$ cat src/sv/ppg_pkg.sv
// Package for the periodic pattern generator: payload and config types,
// controller/datapath command and status structs, register indexes.
// No dependencies.
`default_nettype none

package ppg_pkg;

	// Fixed sizes of the block
	localparam int PATTERN_DEPTH = 16;
	localparam int SIGNAL_BITS   = 2;
	localparam int TIME_BITS     = 32;
	localparam int IDX_W         = $clog2(PATTERN_DEPTH);
	localparam int LEN_W         = 5;
	localparam int STEP_W        = 16;
	localparam int RPT_W         = 16;
	localparam int PERIOD_W      = 20;   // 16 steps * 65535 ticks fits in 20 bits
	localparam int END_W         = PERIOD_W + RPT_W;
	localparam int CNT_W         = 5;
	localparam int WR_IDX_W      = 3;
	localparam int WR_DATA_W     = 32;

	localparam logic [TIME_BITS-1:0] TIME_MAX = '1;

	// Item command codes
	localparam logic CMD_TICK  = 1'b0;
	localparam logic CMD_QUERY = 1'b1;

	// Register indexes
	localparam logic [WR_IDX_W-1:0] REG_START_DELAY    = 3'd0;
	localparam logic [WR_IDX_W-1:0] REG_INITIAL_VALUE  = 3'd1;
	localparam logic [WR_IDX_W-1:0] REG_FINAL_VALUE    = 3'd2;
	localparam logic [WR_IDX_W-1:0] REG_PATTERN_WORDS  = 3'd3;
	localparam logic [WR_IDX_W-1:0] REG_PATTERN_LENGTH = 3'd4;
	localparam logic [WR_IDX_W-1:0] REG_REPEAT_COUNT   = 3'd5;
	localparam logic [WR_IDX_W-1:0] REG_STEP_TICKS     = 3'd6;
	localparam logic [WR_IDX_W-1:0] REG_REPEAT_FOREVER = 3'd7;

	typedef struct packed {
		logic        cmd;
		logic [31:0] query_time;
	} item_t;

	typedef struct packed {
		logic [SIGNAL_BITS-1:0] value;
	} result_t;

	// Config as seen by the datapath, length and step already clamped
	typedef struct packed {
		logic [TIME_BITS-1:0]    start_delay;
		logic [SIGNAL_BITS-1:0]  initial_value;
		logic [SIGNAL_BITS-1:0]  final_value;
		logic [31:0]             pattern_words;
		logic [LEN_W-1:0]        pattern_length;
		logic [RPT_W-1:0]        repeat_count;
		logic [STEP_W-1:0]       step_ticks;
		logic                    repeat_forever;
	} cfg_t;

	// Controller to datapath
	typedef struct packed {
		logic       load;       // item transfer
		logic       prep;       // elapsed time and period
		logic       mult;       // end of bounded run
		logic       div_step;   // one bit of elapsed % period
		logic       idx_step;   // one bit of remainder / step
		logic [1:0] bit_k;      // quotient bit for idx_step
		logic       load_out;   // write result register
	} dp_cmd_t;

	// Datapath to controller
	typedef struct packed {
		logic out_free;
	} dp_status_t;

endpackage

`default_nettype wire

$ cat src/sv/ppg_stream_if.sv
// Valid/ready stream interface used for the item and result channels.
// Payload type is given at instantiation (ppg_pkg item_t / result_t).
`default_nettype none

interface ppg_stream_if #(parameter type payload_t = logic);
	logic     valid;
	logic     ready;
	payload_t payload;

	modport source (output valid, output payload, input ready);
	modport sink   (input valid, input payload, output ready);
endinterface

`default_nettype wire

$ cat src/sv/ppg_regs.sv
// Configuration register file of the pattern generator.
// Decodes the plain write port and clamps length and step; uses ppg_pkg.
`default_nettype none

module ppg_regs import ppg_pkg::*; (
	input  logic                 clk,
	input  logic                 arst_n,
	input  logic                 wr_en,
	input  logic [WR_IDX_W-1:0]  wr_index,
	input  logic [WR_DATA_W-1:0] wr_data,
	output cfg_t                 cfg
);

	logic [TIME_BITS-1:0]   start_q;
	logic [SIGNAL_BITS-1:0] init_q;
	logic [SIGNAL_BITS-1:0] final_q;
	logic [31:0]            pattern_q;
	logic [LEN_W-1:0]       len_q;
	logic [RPT_W-1:0]       rpt_q;
	logic [STEP_W-1:0]      step_q;
	logic                   forever_q;

	// Register writes
	always_ff @(posedge clk or negedge arst_n) begin
		if (!arst_n) begin
			start_q   <= '0;
			init_q    <= '0;
			final_q   <= '0;
			pattern_q <= '0;
			len_q     <= LEN_W'(1);
			rpt_q     <= '0;
			step_q    <= STEP_W'(1);
			forever_q <= 1'b0;
		end else if (wr_en) begin
			unique case (wr_index)
				REG_START_DELAY:    start_q   <= wr_data[TIME_BITS-1:0];
				REG_INITIAL_VALUE:  init_q    <= wr_data[SIGNAL_BITS-1:0];
				REG_FINAL_VALUE:    final_q   <= wr_data[SIGNAL_BITS-1:0];
				REG_PATTERN_WORDS:  pattern_q <= wr_data[31:0];
				REG_PATTERN_LENGTH: len_q     <= wr_data[LEN_W-1:0];
				REG_REPEAT_COUNT:   rpt_q     <= wr_data[RPT_W-1:0];
				REG_STEP_TICKS:     step_q    <= wr_data[STEP_W-1:0];
				REG_REPEAT_FOREVER: forever_q <= wr_data[0];
			endcase
		end
	end

	// Clamp length to 1..depth and step to at least one tick
	always_comb begin
		cfg.start_delay    = start_q;
		cfg.initial_value  = init_q;
		cfg.final_value    = final_q;
		cfg.pattern_words  = pattern_q;
		cfg.repeat_count   = rpt_q;
		cfg.repeat_forever = forever_q;
		if (len_q == '0)
			cfg.pattern_length = LEN_W'(1);
		else if (len_q > LEN_W'(PATTERN_DEPTH))
			cfg.pattern_length = LEN_W'(PATTERN_DEPTH);
		else
			cfg.pattern_length = len_q;
		cfg.step_ticks = (step_q == '0) ? STEP_W'(1) : step_q;
	end

endmodule

`default_nettype wire

$ cat src/sv/ppg_dpath.sv
// Datapath of the pattern generator: tick time, bit-serial restoring
// divider for elapsed % period, step index search, result register. Uses ppg_pkg.
`default_nettype none

module ppg_dpath import ppg_pkg::*; (
	input  logic       clk,
	input  logic       arst_n,
	input  cfg_t       cfg,
	input  dp_cmd_t    cmd,
	output dp_status_t status,
	input  item_t      item_data,
	output result_t    result_data,
	output logic       result_valid,
	input  logic       result_ready
);

	logic [TIME_BITS-1:0]   tick_time_q;
	logic [TIME_BITS-1:0]   t_q;
	logic [TIME_BITS-1:0]   elapsed_q;
	logic [TIME_BITS-1:0]   dvd_q;
	logic [PERIOD_W-1:0]    period_q;
	logic [END_W-1:0]       end_q;
	logic [PERIOD_W-1:0]    rem_q;
	logic [IDX_W-1:0]       idx_q;
	logic                   out_valid_q;
	result_t                out_q;

	logic [PERIOD_W:0]      trial;
	logic [PERIOD_W-1:0]    step_sh;
	logic                   before_start;
	logic                   after_end;
	logic [SIGNAL_BITS-1:0] pat_val;
	logic [SIGNAL_BITS-1:0] next_val;

	// Divider trial and shifted step for the index search
	assign trial   = {rem_q, dvd_q[TIME_BITS-1]};
	assign step_sh = {{(PERIOD_W-STEP_W){1'b0}}, cfg.step_ticks} << cmd.bit_k;

	// Value selection
	assign before_start = t_q < cfg.start_delay;
	assign after_end    = !cfg.repeat_forever &&
	                      ({{(END_W-TIME_BITS){1'b0}}, elapsed_q} >= end_q);
	assign pat_val      = cfg.pattern_words[{idx_q, 1'b0} +: SIGNAL_BITS];

	always_comb begin
		priority if (before_start)
			next_val = cfg.initial_value;
		else if (after_end)
			next_val = cfg.final_value;
		else
			next_val = pat_val;
	end

	// Control state: tick time and result valid
	always_ff @(posedge clk or negedge arst_n) begin
		if (!arst_n) begin
			tick_time_q <= '0;
			out_valid_q <= 1'b0;
		end else begin
			if (cmd.load && item_data.cmd == CMD_TICK && tick_time_q != TIME_MAX)
				tick_time_q <= tick_time_q + TIME_BITS'(1);
			if (cmd.load_out)
				out_valid_q <= 1'b1;
			else if (result_ready)
				out_valid_q <= 1'b0;
		end
	end

	// Working registers
	always_ff @(posedge clk) begin
		if (cmd.load)
			t_q <= (item_data.cmd == CMD_QUERY) ? item_data.query_time[TIME_BITS-1:0]
			                                    : tick_time_q;
		if (cmd.prep) begin
			elapsed_q <= t_q - cfg.start_delay;
			dvd_q     <= t_q - cfg.start_delay;
			period_q  <= {{(PERIOD_W-LEN_W){1'b0}}, cfg.pattern_length} *
			             {{(PERIOD_W-STEP_W){1'b0}}, cfg.step_ticks};
			rem_q     <= '0;
			idx_q     <= '0;
		end
		if (cmd.mult)
			end_q <= {{(END_W-PERIOD_W){1'b0}}, period_q} *
			         {{(END_W-RPT_W){1'b0}}, cfg.repeat_count};
		// one remainder bit per cycle, MSB of the dividend first
		if (cmd.div_step) begin
			dvd_q <= {dvd_q[TIME_BITS-2:0], 1'b0};
			if (trial >= {1'b0, period_q})
				rem_q <= PERIOD_W'(trial - {1'b0, period_q});
			else
				rem_q <= trial[PERIOD_W-1:0];
		end
		// quotient < depth, so greedy subtraction of step << k works
		if (cmd.idx_step && rem_q >= step_sh) begin
			rem_q            <= rem_q - step_sh;
			idx_q[cmd.bit_k] <= 1'b1;
		end
		if (cmd.load_out)
			out_q.value <= next_val;
	end

	assign result_data     = out_q;
	assign result_valid    = out_valid_q;
	assign status.out_free = !out_valid_q || result_ready;

	// Checks
	a_tick_inc: assert property (@(posedge clk) disable iff (!arst_n)
		(cmd.load && item_data.cmd == CMD_TICK && tick_time_q != TIME_MAX)
		|=> tick_time_q == $past(tick_time_q) + TIME_BITS'(1))
		else $error("tick time did not advance");
	a_rem_range: assert property (@(posedge clk) disable iff (!arst_n)
		cmd.idx_step |-> rem_q < period_q)
		else $error("remainder not below period");
	a_out_free: assert property (@(posedge clk) disable iff (!arst_n)
		cmd.load_out |-> status.out_free)
		else $error("result register overwritten");

endmodule

`default_nettype wire

$ cat src/sv/ppg_ctrl.sv
// Controller state machine of the pattern generator: sequences one item
// through prep, multiply, divide and index search. Uses ppg_pkg.
`default_nettype none

module ppg_ctrl import ppg_pkg::*; (
	input  logic       clk,
	input  logic       arst_n,
	input  logic       item_valid,
	output logic       item_ready,
	input  dp_status_t status,
	output dp_cmd_t    cmd
);

	typedef enum logic [5:0] {
		S_IDLE = 6'b000001,
		S_PREP = 6'b000010,
		S_MULT = 6'b000100,
		S_DIV  = 6'b001000,
		S_IDX  = 6'b010000,
		S_DONE = 6'b100000
	} state_t;

	state_t           state_q, state_d;
	logic [CNT_W-1:0] cnt_q, cnt_d;

	// Next state and commands
	always_comb begin
		state_d = state_q;
		cnt_d   = cnt_q;
		cmd     = '0;
		cmd.bit_k = cnt_q[1:0];
		unique case (state_q)
			S_IDLE: begin
				if (item_valid) begin
					cmd.load = 1'b1;
					state_d  = S_PREP;
				end
			end
			S_PREP: begin
				cmd.prep = 1'b1;
				state_d  = S_MULT;
			end
			S_MULT: begin
				cmd.mult = 1'b1;
				cnt_d    = CNT_W'(TIME_BITS - 1);
				state_d  = S_DIV;
			end
			S_DIV: begin
				cmd.div_step = 1'b1;
				if (cnt_q == '0) begin
					cnt_d   = CNT_W'(IDX_W - 1);
					state_d = S_IDX;
				end else begin
					cnt_d = cnt_q - CNT_W'(1);
				end
			end
			S_IDX: begin
				cmd.idx_step = 1'b1;
				if (cnt_q == '0)
					state_d = S_DONE;
				else
					cnt_d = cnt_q - CNT_W'(1);
			end
			S_DONE: begin
				if (status.out_free) begin
					cmd.load_out = 1'b1;
					state_d      = S_IDLE;
				end
			end
			default: state_d = S_IDLE;
		endcase
	end

	always_ff @(posedge clk or negedge arst_n) begin
		if (!arst_n) begin
			state_q <= S_IDLE;
			cnt_q   <= '0;
		end else begin
			state_q <= state_d;
			cnt_q   <= cnt_d;
		end
	end

	assign item_ready = (state_q == S_IDLE);

endmodule

`default_nettype wire

$ cat src/sv/periodic_pattern_generator_top.sv
// Top level of the periodic pattern generator: config registers,
// controller and datapath. Uses ppg_pkg, ppg_stream_if, ppg_regs, ppg_ctrl, ppg_dpath.
//
//  channel   kind          payload                 transfer
//  item      stream sink   cmd, query_time         valid && ready
//  result    stream source value                   valid && ready
//  wr_*      write port    wr_index, wr_data       wr_en high
//
// Item transfers are spaced by the transfer cycle, prep, multiply, the bit-serial
// divider for elapsed % period, the step index search, and a result write.
// The result waits in an output register; the next item is taken meanwhile,
// and a stalled result only holds the result write. Reset is asynchronous.
`default_nettype none

module periodic_pattern_generator_top import ppg_pkg::*; (
	input  logic                 clk,
	input  logic                 arst_n,
	ppg_stream_if.sink           item,
	ppg_stream_if.source         result,
	input  logic                 wr_en,
	input  logic [WR_IDX_W-1:0]  wr_index,
	input  logic [WR_DATA_W-1:0] wr_data
);

	cfg_t       cfg;
	dp_cmd_t    cmd;
	dp_status_t status;
	item_t      item_data;
	result_t    result_data;

	assign item_data.cmd        = item.payload.cmd;
	assign item_data.query_time = item.payload.query_time;
	assign result.payload.value = result_data.value;

	ppg_regs u_regs (
		.clk      (clk),
		.arst_n   (arst_n),
		.wr_en    (wr_en),
		.wr_index (wr_index),
		.wr_data  (wr_data),
		.cfg      (cfg)
	);

	ppg_ctrl u_ctrl (
		.clk        (clk),
		.arst_n     (arst_n),
		.item_valid (item.valid),
		.item_ready (item.ready),
		.status     (status),
		.cmd        (cmd)
	);

	ppg_dpath u_dpath (
		.clk          (clk),
		.arst_n       (arst_n),
		.cfg          (cfg),
		.cmd          (cmd),
		.status       (status),
		.item_data    (item_data),
		.result_data  (result_data),
		.result_valid (result.valid),
		.result_ready (result.ready)
	);

endmodule

`default_nettype wire

$ cat src/flat_wrapper.sv
// flat-port wrapper written by rule: the top's interface ports become plain ports
module periodic_pattern_generator_top_flat import ppg_pkg::*;
  (clk, arst_n, wr_en, wr_index, wr_data, item_valid, item_payload, item_ready, result_valid, result_payload, result_ready);
  ppg_stream_if #(.payload_t(item_t)) item_i ();
  ppg_stream_if #(.payload_t(result_t)) result_i ();
  input  logic clk;
  input  logic arst_n;
  input  logic wr_en;
  input  logic [WR_IDX_W-1:0] wr_index;
  input  logic [WR_DATA_W-1:0] wr_data;
  input wire logic [$bits(item_i.valid)-1:0] item_valid;
  input wire logic [$bits(item_i.payload)-1:0] item_payload;
  output wire logic [$bits(item_i.ready)-1:0] item_ready;
  output wire logic [$bits(result_i.valid)-1:0] result_valid;
  output wire logic [$bits(result_i.payload)-1:0] result_payload;
  input wire logic [$bits(result_i.ready)-1:0] result_ready;
  assign item_i.valid = item_valid;
  assign item_i.payload = item_payload;
  assign item_ready = item_i.ready;
  assign result_valid = result_i.valid;
  assign result_payload = result_i.payload;
  assign result_i.ready = result_ready;
  periodic_pattern_generator_top u_core (.clk(clk), .arst_n(arst_n), .item(item_i), .result(result_i), .wr_en(wr_en), .wr_index(wr_index), .wr_data(wr_data));
endmodule
$ cat config.mk
export PLATFORM = sky130hd
export DESIGN_NAME = periodic_pattern_generator_top_flat
export DESIGN_NICKNAME = d
export VERILOG_FILES = /design/src/sv/ppg_pkg.sv /design/src/sv/ppg_stream_if.sv /design/src/sv/ppg_regs.sv /design/src/sv/ppg_dpath.sv /design/src/sv/ppg_ctrl.sv /design/src/sv/periodic_pattern_generator_top.sv /design/src/flat_wrapper.sv
export SDC_FILE = /design/constraint.sdc
export NUM_CORES = 2
export LEC_CHECK = 0
export ABC_AREA = 1
export BUFFER_PORTS_ARGS = -buffer_cell sky130_fd_sc_hd__buf_4
export CORE_MARGIN = 5
export CORE_UTILIZATION = 47
export CTS_CLUSTER_DIAMETER = 60
export DETAILED_ROUTE_END_ITERATION = 8
export SYNTH_ARGS = -nofsm -noshare
export SYNTH_HDL_FRONTEND = slang
export SYNTH_SLANG_ARGS = --single-unit
$ cat constraint.sdc
create_clock -name clk -period 13.2 [get_ports clk]
set_clock_uncertainty 0.15 [all_clocks]
set_input_delay 2.64 -clock clk [delete_from_list [all_inputs] [get_ports clk]]
set_output_delay 2.64 -clock clk [all_outputs]
set_load 0.005 [all_outputs]
==> results.md <==
- Top cells by count, synth: nand2_1 (1084), inv_1 (796), fa_1 (294)
- H-Tree Depth: 2
- Clock transition at path regs: 0.06 ns
- Max clock buf depth: 3
- Root buffer cell: clkbuf_16
- Slowest CP cell: edfxtp_1
- Max Cap Viol: 0
- Post-CTS setup buffer count: 0
- Synth top area cells: fa_1 (18%), edfxtp_1 (16%), nand2_1 (13%)
- Die area: 0.0739 mm²
- First-iteration detailed-routing DRC count: 1827
- CP max FO: 17
- Met1 WL: 41800 µm
- Hold Crit Start: u_core.u_dpath.dvd_q[0]
- Seq/Total Area, Yosys: 28.1%
- Total track usage: 24.2%
- Max transition margin: 21.0%
- Share of layout cells above drive strength 1: 5.49%
- Post-route minimum period: 6.18 ns
- Ys Warns: 0
- Final hold viol count: 0
- Initial Util: 47.1%
- Final HPWL DP: 70800 µm
- Status: finished, final reports clean
- CP top delay family: adder cells
- Synth Area in XOR/XNOR: 3.21%
- Fmax: 162 MHz
- Slew @ Worst Pin: 1.18 ns
- Via/cell ratio: 5.17
- Top_reg_cell synth: edfxtp_1
- Most numerous cell on the critical path: fa_1
- Hold path depth: 2
- Most common cell in the netlist: nand2_1
- # IOs: 77
- Detailed-route wire length per cell: 17.9 µm
- Startpoint class of the critical path: flip-flop
- First-pass GRT wire length: 142000 µm
- IO buf count: 76
- R2R Setup Slk: 7.02 ns
- RePlAce Congestion: 0.930
- Final WL: 89000 µm
- Final-report setup violation count: 0
- Buffers and inverters on the worst path: 3
- Crit path DAT: 6.35 ns
- Crit path cell chain: nand2_1, fa_1, fa_1, fa_1, inv_1, fa_1, fa_1, inv_1, fa_1, inv_1, ha_1, a21o_1, a31oi_1, o21ai_0, a21oi_1, nand2_1, xor2_1
- Diode count: 0
- Post-Place Worst Slack: 6.97 ns
- Simple-Gate Fraction of Synth Area: 20.8%
- Post-synthesis compound-gate area fraction: 8.59%
- Kind of critical path: reg2reg
- Setup crit end kind: flip-flop
- Hold endpoint: u_core.u_dpath.dvd_q[0]
- Nets: 4675
- RR Startpoint: u_core.u_dpath.period_q[15]
- # fillers: 6737
- Period utilisation layout: 46.8%
- CTS tree: yes
- Detailed-route via count: 25742
- Area Growth Syn to Fin: 8.17%
- Reg2reg path depth: 17
- Row count: 96
- Cells after Synth: 4060
- Final ANT Viol Nets: 0
- Reg-to-reg endpoint: u_core.u_dpath.end_q[25]
- HP Class: reg2reg
- Synthesized area per cell: 7.94 µm²
- Drt drc: 0
- Max stage delay on crit path: 0.94 ns
- # resized after CTS: 0
- Height of the die: 272 µm
- Largest net degree at the start of global routing: 107
- Synthesized area: 0.0322 mm²
- Total core area: 0.0683 mm²
- GRT overflow: 0
- Met3 wire length: 4650 µm
- Crit path from: u_core.u_dpath.period_q[15]
- RSZ-0062 raised after global routing: false
- Async S/R FF share, synth: 45.7%
- DR pass1 iterations: 7
- Critical Path RT: 13.37 ns
- Total stage count of the critical path: 17
- Hold buffers post-CTS: 0
- Yosys top cell by area: fa_1
- Max Slew Vio Count: 0
- Antenna violations before repair: 3
- Synthesized Nets: 4671
- Top layer in use: met4
- DR WL met2: 40000 µm
- Multiplexer area fraction after synthesis: 0.493%
- Main combinational cell family by area after synthesis: adder cells
- CTS buffer count: 42
- Yosys reg bits: 328
- Adder-Cell Fraction of Synth Area: 27.7%
- Netlist cell types: 60
- Width of the die: 272 µm
- Worst skew pair latency: 0.59 ns
- Number of synthesized flops with an enable pin: 173
- Number of global-route vias before repair: 25620
- Top cell type's share of synthesized area: 18.3%
- Number of clock sinks: 328
- Worst Slack Setup Final: 7.02 ns
- Fin Setup TNS: 0 ns
## layout make-up
class	instances	area [µm²]	area share (%)
Multi-Input combinational cell	2793	19600	56.3
Sequential cell	328	9050	26.0
Inverter	811	3050	8.74
Clock buffer	55	1160	3.34
Tap cell	882	1100	3.17
Timing Repair Buffer	88	664	1.91
Clock inverter	23	210	0.603
## stage by stage
step	utilization [%]	cells	area, µm²	hold WS (ns)
after detailed placement	49.0	4902	33500	0.314
after global routing	51.0	4980	34800	0.350
final	51.0	4980	34800	0.332
after CTS	51.0	4980	34800	0.331
after global placement	49.0	4902	33500	0.312
after floorplan	-	4060	32200	0.292
## kinds of logic after synthesis
group / after synthesis
xor gates and xnor gates: 118
buffers and inverters: 939
adders and majority gates: 538
AOI/OAI and AO/OA: 499
muxes: 15
DFF: 328
and+or+nand+nor: 1623
## layer usage
metal	vias up	GRT usage [%]
li1	12616	-
met1	12371	35.5
met2	633	38.1
met3	122	3.11
met4	0	6.34
met5	-	0
## flip-flops by register name, indices dropped and copies added (netlist names), 5 cells and up
name / count
u_core.u_ctrl.cnt_q: 5
u_core.u_dpath.tick_time_q: 32
u_core.u_dpath.dvd_q: 32
u_core.u_dpath.end_q: 36
u_core.u_regs.start_q: 32
u_core.u_dpath.rem_q: 20
u_core.u_regs.step_q: 16
u_core.u_ctrl.state_q: 6
u_core.u_dpath.t_q: 32
u_core.u_regs.rpt_q: 16
u_core.u_regs.pattern_q: 32
u_core.u_dpath.period_q: 20
u_core.u_regs.len_q: 5
u_core.u_dpath.elapsed_q: 32
## worst min-delay path, stage by stage (launching register included)
cell and delay, ns:
dfxtp_1 0.30, inv_1 0.06, o22ai_1 0.07
## placed cells by master (no fill, tap or decap), types with 10 or more instances in the layout
master / count
ha_1: 244
nand2_2: 12
buf_4: 87
nor3_1: 25
xnor2_1: 29
a22o_1: 10
nand3b_1: 10
dfrtp_1: 147
nor2_1: 286
nor2_2: 11
inv_1: 796
nand2_1: 1083
xor2_1: 89
nor4_1: 14
o21ai_0: 238
fa_1: 294
a21oi_1: 139
nand3_1: 111
clkbuf_16: 44
inv_2: 11
a21o_1: 16
nand4_1: 28
and2_1: 14
edfxtp_1: 173
o21ai_1: 17
o21bai_1: 22
## worst max-delay path by stage
| stage | slack [ns] | to |
|---|---|---|
| CTS | 6.98 | u_core.u_dpath.end_q[22] |
| global placement | 7.00 | u_core.u_dpath.end_q[30] |
| finish | 7.02 | u_core.u_dpath.end_q[25] |
| detailed placement | 6.97 | u_core.u_dpath.end_q[22] |
| global route | 6.60 | u_core.u_dpath.end_q[35] |
| floorplan | 7.55 | u_core.u_dpath.end_q[31] |
Power is left out: the tool's default activity adds up to more than one toggle a clock period on the data nets, which glitch-free logic cannot reach.
